--- config.mk ---
export PLATFORM = sky130hd
export DESIGN_NAME = fbh_divider
export DESIGN_NICKNAME = d
export VERILOG_FILES = /design/src/hw/rtl/fbh_pkg.sv /design/src/hw/rtl/fbh_divider.sv
export SDC_FILE = /design/constraint.sdc
export NUM_CORES = 1
export LEC_CHECK = 0
export BUFFER_PORTS_ARGS = -buffer_cell sky130_fd_sc_hd__buf_2
export CORE_AREA = 2 2 223 225
export CTS_CLUSTER_DIAMETER = 40
export DETAILED_ROUTE_END_ITERATION = 10
export DIE_AREA = 0 0 225 227
export GPL_ROUTABILITY_DRIVEN = 0
export SYNTH_ARGS = -nofsm -noshare
export SYNTH_HDL_FRONTEND = slang
export SYNTH_SLANG_ARGS = --single-unit
--- constraint.sdc ---
create_clock -name aclk -period 8.8 [get_ports aclk]
set_clock_uncertainty 0.2 [all_clocks]
set_input_delay 1.32 -clock aclk [delete_from_list [all_inputs] [get_ports aclk]]
set_output_delay 1.32 -clock aclk [all_outputs]
set_load 0.02 [all_outputs]
--- src/hw/rtl/fbh_pkg.sv ---
package fbh_pkg;

    localparam int BIN_COUNT_DEF   = 256;
    localparam int COUNT_WIDTH_DEF = 32;

    localparam int BYTE_W    = 8;
    localparam int OUT_W     = 32;
    localparam int PCT_W     = 23;
    localparam int PCT_BIT_W = 5;
    localparam int CFG_W     = 64;
    localparam int CFG_ADDR_W = 3;
    localparam int MASK_W    = 256;

    localparam logic [PCT_W-1:0] PCT_SCALE = 23'd6553600;

    localparam int S_TDATA_W = 16;
    localparam int M_TDATA_W = 88;
    localparam int M_BIN_LO  = 0;
    localparam int M_TOT_LO  = 32;
    localparam int M_PCT_LO  = 64;

    localparam logic [1:0] FILTER_INCLUDE = 2'd1;
    localparam logic [1:0] FILTER_EXCLUDE = 2'd2;

    localparam logic MODE_READ = 1'b1;

    typedef enum logic [CFG_ADDR_W-1:0] {
        REG_FILTER_MODE = 3'd0,
        REG_TOTAL_ALL   = 3'd1,
        REG_SET_MASK_0  = 3'd2,
        REG_SET_MASK_1  = 3'd3,
        REG_SET_MASK_2  = 3'd4,
        REG_SET_MASK_3  = 3'd5
    } cfg_reg_t;

    typedef enum logic [2:0] {
        ST_IDLE,
        ST_UPDATE,
        ST_LOOKUP,
        ST_DIVIDE,
        ST_DELIVER
    } top_state_t;

    typedef enum logic [1:0] {
        DIV_IDLE,
        DIV_SHIFT,
        DIV_ADD,
        DIV_DONE
    } div_state_t;

endpackage

--- src/hw/rtl/fbh_divider.sv ---
module fbh_divider #(
    parameter int COUNT_WIDTH = fbh_pkg::COUNT_WIDTH_DEF
) (
    input  logic                     aclk,
    input  logic                     aresetn,
    input  logic                     start,
    input  logic [COUNT_WIDTH-1:0]   bin,
    input  logic [COUNT_WIDTH-1:0]   total,
    output logic                     done,
    output logic [fbh_pkg::PCT_W-1:0] quotient
);

    // Computes floor(bin * 6553600 / total) capped at 6553600, 0 for a zero
    // total, one scale bit per pass: a shift step and, where the scale bit is
    // set, an add step, each ending in one compare and subtract against the total.

    fbh_pkg::div_state_t state_reg, state_next;

    logic [COUNT_WIDTH-1:0]        bin_reg, bin_next;
    logic [COUNT_WIDTH-1:0]        total_reg, total_next;
    logic [COUNT_WIDTH-1:0]        rem_reg, rem_next;
    logic [fbh_pkg::PCT_W-1:0]     q_reg, q_next;
    logic [fbh_pkg::PCT_BIT_W-1:0] bit_reg, bit_next;

    logic [COUNT_WIDTH:0] shifted;
    logic [COUNT_WIDTH:0] summed;
    logic [COUNT_WIDTH:0] total_ext;
    logic                 shift_ge;
    logic                 add_ge;
    logic                 trivial;
    logic                 last_bit;

    assign total_ext = {1'b0, total_reg};
    assign shifted   = {rem_reg, 1'b0};
    assign summed    = {1'b0, rem_reg} + {1'b0, bin_reg};
    assign shift_ge  = shifted >= total_ext;
    assign add_ge    = summed >= total_ext;
    assign trivial   = (total == '0) || (bin == '0) || (bin >= total);
    assign last_bit  = bit_reg == '0;

    always_comb begin
        state_next = state_reg;
        unique case (state_reg)
            fbh_pkg::DIV_IDLE: begin
                if (start) begin
                    state_next = trivial ? fbh_pkg::DIV_DONE : fbh_pkg::DIV_SHIFT;
                end
            end
            fbh_pkg::DIV_SHIFT: begin
                if (fbh_pkg::PCT_SCALE[bit_reg]) begin
                    state_next = fbh_pkg::DIV_ADD;
                end else if (last_bit) begin
                    state_next = fbh_pkg::DIV_DONE;
                end
            end
            fbh_pkg::DIV_ADD: begin
                state_next = last_bit ? fbh_pkg::DIV_DONE : fbh_pkg::DIV_SHIFT;
            end
            fbh_pkg::DIV_DONE: begin
                state_next = fbh_pkg::DIV_IDLE;
            end
            default: begin
                state_next = fbh_pkg::DIV_IDLE;
            end
        endcase
    end

    always_comb begin
        bin_next   = bin_reg;
        total_next = total_reg;
        rem_next   = rem_reg;
        q_next     = q_reg;
        bit_next   = bit_reg;
        done       = 1'b0;
        unique case (state_reg)
            fbh_pkg::DIV_IDLE: begin
                if (start) begin
                    bin_next   = bin;
                    total_next = total;
                    rem_next   = '0;
                    bit_next   = fbh_pkg::PCT_BIT_W'(fbh_pkg::PCT_W - 1);
                    if ((total != '0) && (bin != '0) && (bin >= total)) begin
                        q_next = fbh_pkg::PCT_SCALE;
                    end else begin
                        q_next = '0;
                    end
                end
            end
            fbh_pkg::DIV_SHIFT: begin
                rem_next = shift_ge ? COUNT_WIDTH'(shifted - total_ext)
                                    : COUNT_WIDTH'(shifted);
                q_next   = {q_reg[fbh_pkg::PCT_W-2:0], shift_ge};
                if (!fbh_pkg::PCT_SCALE[bit_reg] && !last_bit) begin
                    bit_next = bit_reg - 1'b1;
                end
            end
            fbh_pkg::DIV_ADD: begin
                rem_next = add_ge ? COUNT_WIDTH'(summed - total_ext)
                                  : COUNT_WIDTH'(summed);
                q_next   = q_reg + fbh_pkg::PCT_W'(add_ge);
                if (!last_bit) begin
                    bit_next = bit_reg - 1'b1;
                end
            end
            fbh_pkg::DIV_DONE: begin
                done = 1'b1;
            end
            default: begin
                done = 1'b0;
            end
        endcase
    end

    always_ff @(posedge aclk) begin
        if (!aresetn) begin
            state_reg <= fbh_pkg::DIV_IDLE;
        end else begin
            state_reg <= state_next;
        end
        bin_reg   <= bin_next;
        total_reg <= total_next;
        rem_reg   <= rem_next;
        q_reg     <= q_next;
        bit_reg   <= bit_next;
    end

    assign quotient = q_reg;

endmodule

After elaboration in Yosys (flattened, before gate mapping). Memories as Yosys holds them, arrays and structs flattened. A register that Yosys moved wholly into a read port is not among the register bits. Index checks and enable logic that the tools add are counted.

ROM bits: 32. Bits of input ports: 67. Word-level logic and storage cells: 61. Output and inout port bits: 24. Memories: 1. Bits in registers: 126.

Reductions and logical operators: 18. Order comparisons: 4. $add $sub $neg: 5. Multiplexer cells: 20. Equal/unequal tests: 7.

Memories: (name not given) (depth 32, bits a word 1, read ports 1, clocked after Yosys merged registers in 1, wr ports 0, RTL line fbh_divider.sv:93) `if (!fbh_pkg::PCT_SCALE[bit_reg] && !last_bit) begin`.

Operators with widths (count): $mux 32 (3); $pmux 32 s3 (1); $pmux 23 s3 (1); $ge 33x32->1 (2); $logic_not 32->1 (2); $reduce_bool 32->1 (2); $sub 32x32->32 (2); $mux 23 (2); $add 32x32->33 (1); $ge 32x32->1 (1); $add 23x1->23 (1); $mux 5 (4); $pmux 5 s3 (1); $mux 2 (5); $pmux 2 s4 (1); $lt 5x6->1 const B (1); $ne 2x2->1 const B (3); $reduce_and 2->1 (3); $logic_not 5->1 (1); $sub 5x1->5 const B (1); $eq 2x2->1 const B (2); $reduce_and 4->1 (1); $logic_and 1x1->1 (3); $ne 3x3->1 const B (1); 6 further kinds (9).

Longest topological paths before layout. Gate-level depths: netlist (run 1).

Word-level depth: 7. Mapped depth: 35. Depth with buffers taken out: 33.

Worst setup path after synthesis (run 1). No wires, ideal clock.

Path type: register to register. Start: register rem_reg[0]. End: register q_reg (netlist bit quotient[18]) (data pin). Cell stages (with the launch flop): 36. Buffers on the path: 2. Required time: 8.338 ns. Data arrival time: 5.686 ns. Path slack: 2.652 ns. Cells stage by stage: edfxtp_1 -> ha_1 -> inv_1 -> fa_1 -> nor2b_4 -> o31a_1 -> o21ai_4 -> a31oi_4 -> o31ai_4 -> a21oi_1 -> o31ai_2 -> o21bai_1 -> a21oi_1 -> xnor2_1 -> ha_1 -> nand3_1 -> nor2_1 -> nand4_1 -> o21a_1 -> o31a_1 -> o221ai_2 -> a211oi_4 -> inv_4 -> buf_4 -> ha_1 -> ha_1 -> nand2_1 -> nor2_1 -> and3_1 -> clkbuf_1 -> nand2_1 -> nor2_1 -> xnor2_1 -> o21ai_0 -> nand2_1 -> nand2_1.

Longest elaborated chain between the ends: 4.

RTL lines: from (decl) (RTL line fbh_divider.sv:21) `logic [COUNT_WIDTH-1:0] rem_reg, rem_next;`; from (signal assigned) (RTL line fbh_divider.sv:122) `rem_reg <= rem_next;`; $add 32x32->33 (RTL line fbh_divider.sv:35) `assign summed = {1'b0, rem_reg} + {1'b0, bin_reg};`; $ge 33x32->1 (RTL line fbh_divider.sv:37) `assign add_ge = summed >= total_ext;`; $add 23x1->23 (RTL line fbh_divider.sv:100) `q_next = q_reg + fbh_pkg::PCT_W'(add_ge);`; $pmux 23 s3 (RTL line fbh_divider.sv:75) `unique case (state_reg)`; named net q_next (one bit) (RTL line fbh_divider.sv:22) `logic [fbh_pkg::PCT_W-1:0] q_reg, q_next;`; to (signal assigned) (RTL line fbh_divider.sv:123) `q_reg <= q_next;`; to (decl) (RTL line fbh_divider.sv:22).

The timed path passes the listed nets, and every way through them passes these cells. A chain may end at the register's enable or synchronous reset.

Worst setup path in the final report (run 1).
Start: register rem_reg[0]. End: register q_reg (netlist bit quotient[22]) (data pin).

The elaborated chain is that of the path after synthesis.

==> results of run 1 <==
-- worst max-delay path by stage --
stage	from	end	depth (start not counted)
after floorplan	rem_reg[0]	quotient[18]	35
after global routing	rem_reg[3]	quotient[18]	31
final	rem_reg[0]	quotient[22]	32
after detailed placement	rem_reg[0]	quotient[22]	32
after global placement	rem_reg[0]	quotient[22]	32
after CTS	rem_reg[0]	quotient[22]	32
-- critical path: cells and delay by family (launching register included) --
family          cells  cell delay, ps
fa+ha+maj           5            1370
buf+inv             2             470
flops               1             440
xor+xnor            1             140
compound gates     16            3640
simple gates        8             900
-- routing by layer --
metal  vias up  routed length [um]
met5         -                  46
li1       5139                   -
met1      5078               16500
met2       303               17700
met4         8                1190
met3        68                1880
-- cells in the mapped netlist, types with 4 or more instances --
library cell	count
clkbuf_1	33
o21a_1	25
o21bai_1	9
o21ai_1	4
nand3_1	43
inv_1	96
nand2b_1	16
or2_2	7
o31ai_1	6
mux2i_1	34
buf_2	4
a21o_1	58
or4_1	4
a21boi_0	16
o21ai_0	50
a22oi_1	13
o211a_1	4
o22ai_1	22
nand2_1	103
a221oi_1	5
xnor2_1	64
nor3b_1	5
xor2_1	30
a211oi_1	10
a211o_1	4
a311oi_1	4
or3_1	4
nand4_1	20
nor4_1	19
and4_1	8
and2_1	20
o211ai_1	17
a31oi_1	14
a41oi_1	5
nor3_1	18
and3_1	16
o31a_1	6
nor2b_1	27
a21oi_1	110
nor2_1	76
ha_1	135
edfxtp_1	124
-- stage by stage --
stage               cells  util (%)  hold slack, ps  setup slack, ps
floorplan            1340         -             302             2650
global placement     2016      27.1             339             1630
detailed placement   2016      27.1             353             1450
CTS                  2046      28.2             363             1420
global route         2046      28.2             406              739
finish               2047      28.2             367             1370
-- layout make-up --
type,count,area (sq um)
Tap cell,622,778
Fill cell,5070,34800
Antenna cell,1,2.50
Clock buffer,19,433
Inverter,98,370
Clock inverter,11,120
Sequential cell,127,3780
Timing Repair Buffer,96,495
Multi-Input combinational cell,1073,7720
-- cell families (layout without fill, tap and decap cells) --
family	count (synthesis)	after routing	synth area share [%]
flops	127	127	31.4
fa+ha+maj	138	138	14.5
buf+inv	140	224	4.61
mux	37	37	3.10
compound gates	409	409	22.9
other cells	0	1	0
simple gates	395	395	16.6
xor+xnor	94	94	6.83
==> impl_metrics.ini, run 1 <==
[detailed_routing]
viasPerCell = 5.18
ant_nets = 0
wl_um = 37300
num_vias = 10600
drcViolationCount = 0
drtIter0Drc = 740
wl_per_cell_um = 18.2
firstDrtPassIters = 5

[global_routing]
use_met1_pct = 18.4
grt_pass1_wl_um = 58200
use_met3_pct = 2.49
first_global_vias = 10500
gr-usage-all-layers_pct = 14.6
busiest_layer = met2
met2_usage_pct = 24.8
overflow = 0
grt_antenna_before_repair = 4
grt_max_degree = 66

[timing]
post-route-period-util_pct = 84.4
worst_pin_slew_ps = 881
clock.fmax_mhz = 135
finalCriticalPeriod_ps = 7430
relSlewSlack_pct = 40.9
setup_viol = 0
hold_violations = 0
rsz0062_at_grt = no
finalSetupTns_ps = 0
drv_slew = 0

[final_layout]
finalInstanceArea_sq_mm = 0.0137
drive_above_1_share_pct = 10.8
final_common_cell = ha_1
final_nets = 1618
most-common-layout-cells = ha_1, edfxtp_1, a21oi_1
syn_to_final_growth_pct = 13.7

[worst_setup_path]
crit_required_ps = 8770
reg2reg_to = quotient[22]
crit_slowest_cell = a211oi_4
r2r_start = rem_reg[0]
arrival_ps = 7400
reg2regPathDepth = 32
worstSetupPathType = reg2reg
cp_slowest_stage_delay_ps = 620
cpMostUsedCell = ha_1
reg2reg_slack_ps = 1370
worstSetupStartpointType = flop
path_max_fanout = 34
cp-end-kind = flop

[clocking]
postCtsSetupBuffers = 0
clock-sinks = 127
worstSkewPairLatency_ps = 430
cts_tree = built
cts_resized = 0
clk_pin_slew_ps = 60
htree_levels = 4
root_buffer = clkbuf_16
hold_buffers = 0
cts_buffer_depth = 2
cts_buffers = 17

[synth]
yosys_warnings = 0
synth_cell_types = 75
async_reset_ff_share_pct = 0
yosysTopAreaCell = edfxtp_1
synthTopCellsByArea = edfxtp_1, ha_1, xnor2_1, a21oi_1, a21o_1
netlist_area_sq_mm = 0.0120
synthFlopType = edfxtp_1
yosysTopAreaCellShare_pct = 30.9
syn_inst = 1340
yosysSeqAreaShare_pct = 31.4
synth_seq_cells = 127
synth_edf_count = 124
synth_nets = 1545
syn_area_per_cell_sq_um = 8.99

[floorplan]
fp.dieW_um = 225
core.rowCount = 81
io_pins = 91
coreArea_sq_mm = 0.0485
die_y_um = 227
start_util_pct = 24.8
die_area_sq_mm = 0.0511

[run_status]
outcome = finished, final reports clean

[placement]
placed_area_sq_mm = 0.0131
portBuffers = 90
dp_hpwl_um = 29400

[hold_path]
hold_path_end = state_reg[0]
hold_path.class = reg2reg
worstHoldStart = state_reg[0]
whs_path_depth = 1

[run]
cap_violations = 0
Power of run 1 is not shown: default switching activity piles up to over one toggle a cycle in this logic, so the estimate is an artifact.
==> inputs of run 2 (changes only) <==
- clock period: 8.8 -> 7.4 ns (I/O delays scaled with it)
==> impl_metrics.ini, run 2 (synthesized netlist as in run 1, its figures left out) <==
[detailed_routing]
ant_nets = 0
drtIter0Drc = 781
viasPerCell = 5.19
wl_um = 37200
wl_per_cell_um = 18.2
firstDrtPassIters = 5
num_vias = 10700
drcViolationCount = 0

[clocking]
worstSkewPairLatency_ps = 440
root_buffer = clkbuf_16
clk_pin_slew_ps = 60
cts_buffer_depth = 2
cts_tree = built
clock-sinks = 127
htree_levels = 4
cts_buffers = 17
hold_buffers = 0

[timing]
finalCriticalPeriod_ps = 6760
setup_viol = 0
holdWs_ps = 368
drv_slew = 0
worst_pin_slew_ps = 891
finalSetupTns_ps = 0
post-route-period-util_pct = 91.3
rsz0062_at_grt = no
hold_violations = 0
clock.fmax_mhz = 148
relSlewSlack_pct = 40.2

[global_routing]
first_global_vias = 10600
grt_antenna_before_repair = 1
grt_pass1_wl_um = 57800
gr-usage-all-layers_pct = 14.5
grt_max_degree = 66
overflow = 0

[hold_path]
hold_path.class = reg2reg

[final_layout]
regArea_sq_mm = 0.00378
antenna_cells = 0
most-common-layout-cells = ha_1, edfxtp_1, a21oi_1
fillers = 5105
final_common_cell = ha_1
drive_above_1_share_pct = 11.2
multi_input_area_sq_mm = 0.00773
final_nets = 1621
stdcell_count = 2051
syn_to_final_growth_pct = 14.1

[worst_setup_path]
arrival_ps = 6720
cpMostUsedCell = nand2_1
crit_required_ps = 7370
worstSetupPathType = reg2reg
cp_slowest_stage_delay_ps = 420
path_max_fanout = 6
path_delay_family = compound AO/OA/AOI/OAI gates
crit_slowest_cell = edfxtp_1
worstSetupStartpointType = flop
reg2reg_slack_ps = 640
cp-end-kind = flop
path_buf_inv = 1

[placement]
dp_hpwl_um = 29100
placed_cells = 2018
portBuffers = 90

[floorplan]
die_area_sq_mm = 0.0511
coreArea_sq_mm = 0.0485
io_pins = 91
die_y_um = 227
start_util_pct = 24.8
fp.dieW_um = 225
core.rowCount = 81

[run_status]
outcome = finished, final reports clean

[run]
cap_violations = 0
-- run 2: cell count changes in the layout (fill, tap and decap cells not counted) --
| cell | previous run | this run |
|---|---|---|
| a31oi_1 | 14 | 13 |
| a31oi_2 | 0 | 1 |
| buf_4 | 6 | 9 |
| clkinv_2 | 4 | 3 |
| clkinvlp_4 | 3 | 4 |
| diode_2 | 1 | 0 |
| inv_6 | 0 | 2 |
-- run 2: worst paths after layout --
path | start | end | depth (start not counted)
worst max-delay path | rem_reg[3] | quotient[18] | 31
worst min-delay path | bit_reg[4] | flop | 2
worst max register to register | rem_reg[3] | quotient[18] | 31
worst min register to register | bit_reg[4] | flop | 2
-- run 2: layout make-up --
class                   count  area share, %
repair buffers             99           3.77
well taps                 622           5.66
clock buffers              19           3.15
multi-input cells        1073           56.2
flip-flops and latches    127           27.5
inverters                  98           2.69
clock inverters            13           1.02
-- run 2: stage by stage --
step | utilization, % | cell area [sq um] | setup slack, ps
5_1_grt | 28.3 | 13700 | 34.6
3_5_place_dp | 27.1 | 13200 | 483
4_1_cts | 28.3 | 13700 | 469
6_report | 28.3 | 13700 | 645
3_3_place_gp | 27.1 | 13200 | 575
2_1_floorplan | - | 12000 | 1250
-- run 2: routing by layer --
| layer | vias to the layer above | share of wire (%) | global-route usage, % |
|---|---|---|---|
| met5 | - | 0.019 | 0 |
| met1 | 5030 | 44 | 18.1 |
| li1 | 5159 | - | - |
| met2 | 388 | 47 | 24.8 |
| met4 | 2 | 3.7 | 6.30 |
| met3 | 75 | 5.8 | 2.26 |
-- run 2: what timing repair did --
| action | 4_1_cts | 5_1_grt |
|---|---|---|
| setup endpoints to repair | 0 | 3 |
| gates resized for setup | 0 | 1 |
| hold endpoints to repair | 0 | 0 |
| buffers inserted | 0 | 1 |
-- run 2: worst register-to-register path, delay by kind of cell (launching register included) --
| family | cells | cell delay (ps) |
|---|---|---|
| AOI/OAI and AO/OA | 12 | 2300 |
| xor gates and xnor gates | 1 | 150 |
| adders and majority gates | 4 | 1170 |
| buffers and inverters | 1 | 80 |
| DFF | 1 | 420 |
| muxes | 1 | 250 |
| and+or+nand+nor | 12 | 1900 |
Power of run 2 is left out for the same reason.
==> inputs of run 3 (changes only) <==
--- a/config.mk
+++ b/config.mk
@@ -12,4 +12,5 @@
 export DIE_AREA = 0 0 225 227
 export GPL_ROUTABILITY_DRIVEN = 0
+export RECOVER_POWER = 50
 export SYNTH_ARGS = -nofsm -noshare
 export SYNTH_HDL_FRONTEND = slang
==> constraint.sdc (replaced) <==
create_clock -name aclk -period 7.4 [get_ports aclk]
set_clock_uncertainty 0.2 [all_clocks]
set_input_delay 0.37 -clock aclk [delete_from_list [all_inputs] [get_ports aclk]]
set_output_delay 0.37 -clock aclk [all_outputs]
set_load 0.02 [all_outputs]
==> impl_metrics.ini, run 3 (synthesized netlist as in run 1, its figures left out) <==
[final_layout]
syn_to_final_growth_pct = 17.7
regArea_sq_mm = 0.00378
drive_above_1_share_pct = 4.78
fillers = 5117
final_common_cell = ha_1
antenna_cells = 0
most-common-layout-cells = ha_1, edfxtp_1, a21oi_1
stdcell_count = 2106
post-route-util_pct = 29.2
multi_input_area_sq_mm = 0.00773
final_nets = 1676

[placement]
placed_cells = 2018
dp_hpwl_um = 29100
portBuffers = 90

[worst_setup_path]
crit_required_ps = 7370
arrival_ps = 6720
path_buf_inv = 1
path_max_fanout = 6
path_delay_family = compound AO/OA/AOI/OAI gates
cp_slowest_stage_delay_ps = 430
worstSetupPathType = reg2reg
cp-end-kind = flop
worstSetupStartpointType = flop
cpMostUsedCell = nand2_1
crit_slowest_cell = edfxtp_1

[timing]
clock.fmax_mhz = 148
finalCriticalPeriod_ps = 6750
drv_slew = 66
finalSetupTns_ps = 0
worst_pin_slew_ps = 3690
setup_viol = 0
post-route-period-util_pct = 91.2
relSlewSlack_pct = -146
rsz0062_at_grt = no
hold_violations = 0

[hold_path]
hold_path.class = in2reg

[clocking]
root_buffer = clkbuf_16
clk_pin_slew_ps = 70
htree_levels = 4
worstSkewPairLatency_ps = 440
clock-sinks = 127
cts_buffers = 17
cts_buffer_depth = 2
cts_tree = built

[run_status]
outcome = complete, but fails checks
violations = max-capacitance violations, max-slew violations

[floorplan]
die_y_um = 227
start_util_pct = 24.8
coreArea_sq_mm = 0.0485
core.rowCount = 81
io_pins = 91
die_area_sq_mm = 0.0511
fp.dieW_um = 225

[global_routing]
first_global_vias = 10900
gr-usage-all-layers_pct = 14.8
grt_antenna_before_repair = 0
grt_pass1_wl_um = 59100
grt_max_degree = 66
overflow = 0

[run]
cap_violations = 1

[detailed_routing]
drtIter0Drc = 772
wl_um = 37900
viasPerCell = 5.16
firstDrtPassIters = 6
num_vias = 10900
wl_per_cell_um = 18.0
ant_nets = 0
drcViolationCount = 0
[run 3: cell type report]
cell class | count | area share, %
Clock buffer | 19 | 3.05
Tap cell | 622 | 5.49
Multi-Input combinational cell | 1073 | 54.5
Clock inverter | 13 | 0.988
Timing Repair Buffer | 154 | 6.73
Sequential cell | 127 | 26.7
Inverter | 98 | 2.61
[run 3: routing by layer]
layer	wire, um	GRT usage [%]	vias up
met4	1400	6.47	0
met1	16500	18.5	5143
li1	-	-	5259
met2	17800	25.4	388
met5	0	0	-
met3	2190	1.95	78
[run 3: final timing paths]
path	to	startpoint	cells after the start	slack, ps
worst max-delay path	quotient[18]	rem_reg[4]	31	650
worst min-delay path	total_reg[16]	total[16]	1	120
worst min register to register	flop	bit_reg[4]	2	370
worst max register to register	quotient[18]	rem_reg[4]	31	650
[run 3: per-stage QoR]
stage | setup WS [ps] | cell area, sq um | hold WS [ps]
floorplan | 1250 | 12000 | 269
global placement | 575 | 13200 | 335
detailed placement | 483 | 13200 | 355
CTS | 469 | 14300 | 5.54
global route | 34.2 | 14200 | 101
finish | 653 | 14200 | 119
[run 3: timing repair]
item / in CTS / in global routing
hold endpoints to repair: 55 / 0
endpoints found under the setup margin: 0 / 3
buffers inserted: 0 / 1
resized for setup: 0 / 1
hold buffers: 55 / 0
Power of run 3 is left out for the same reason.
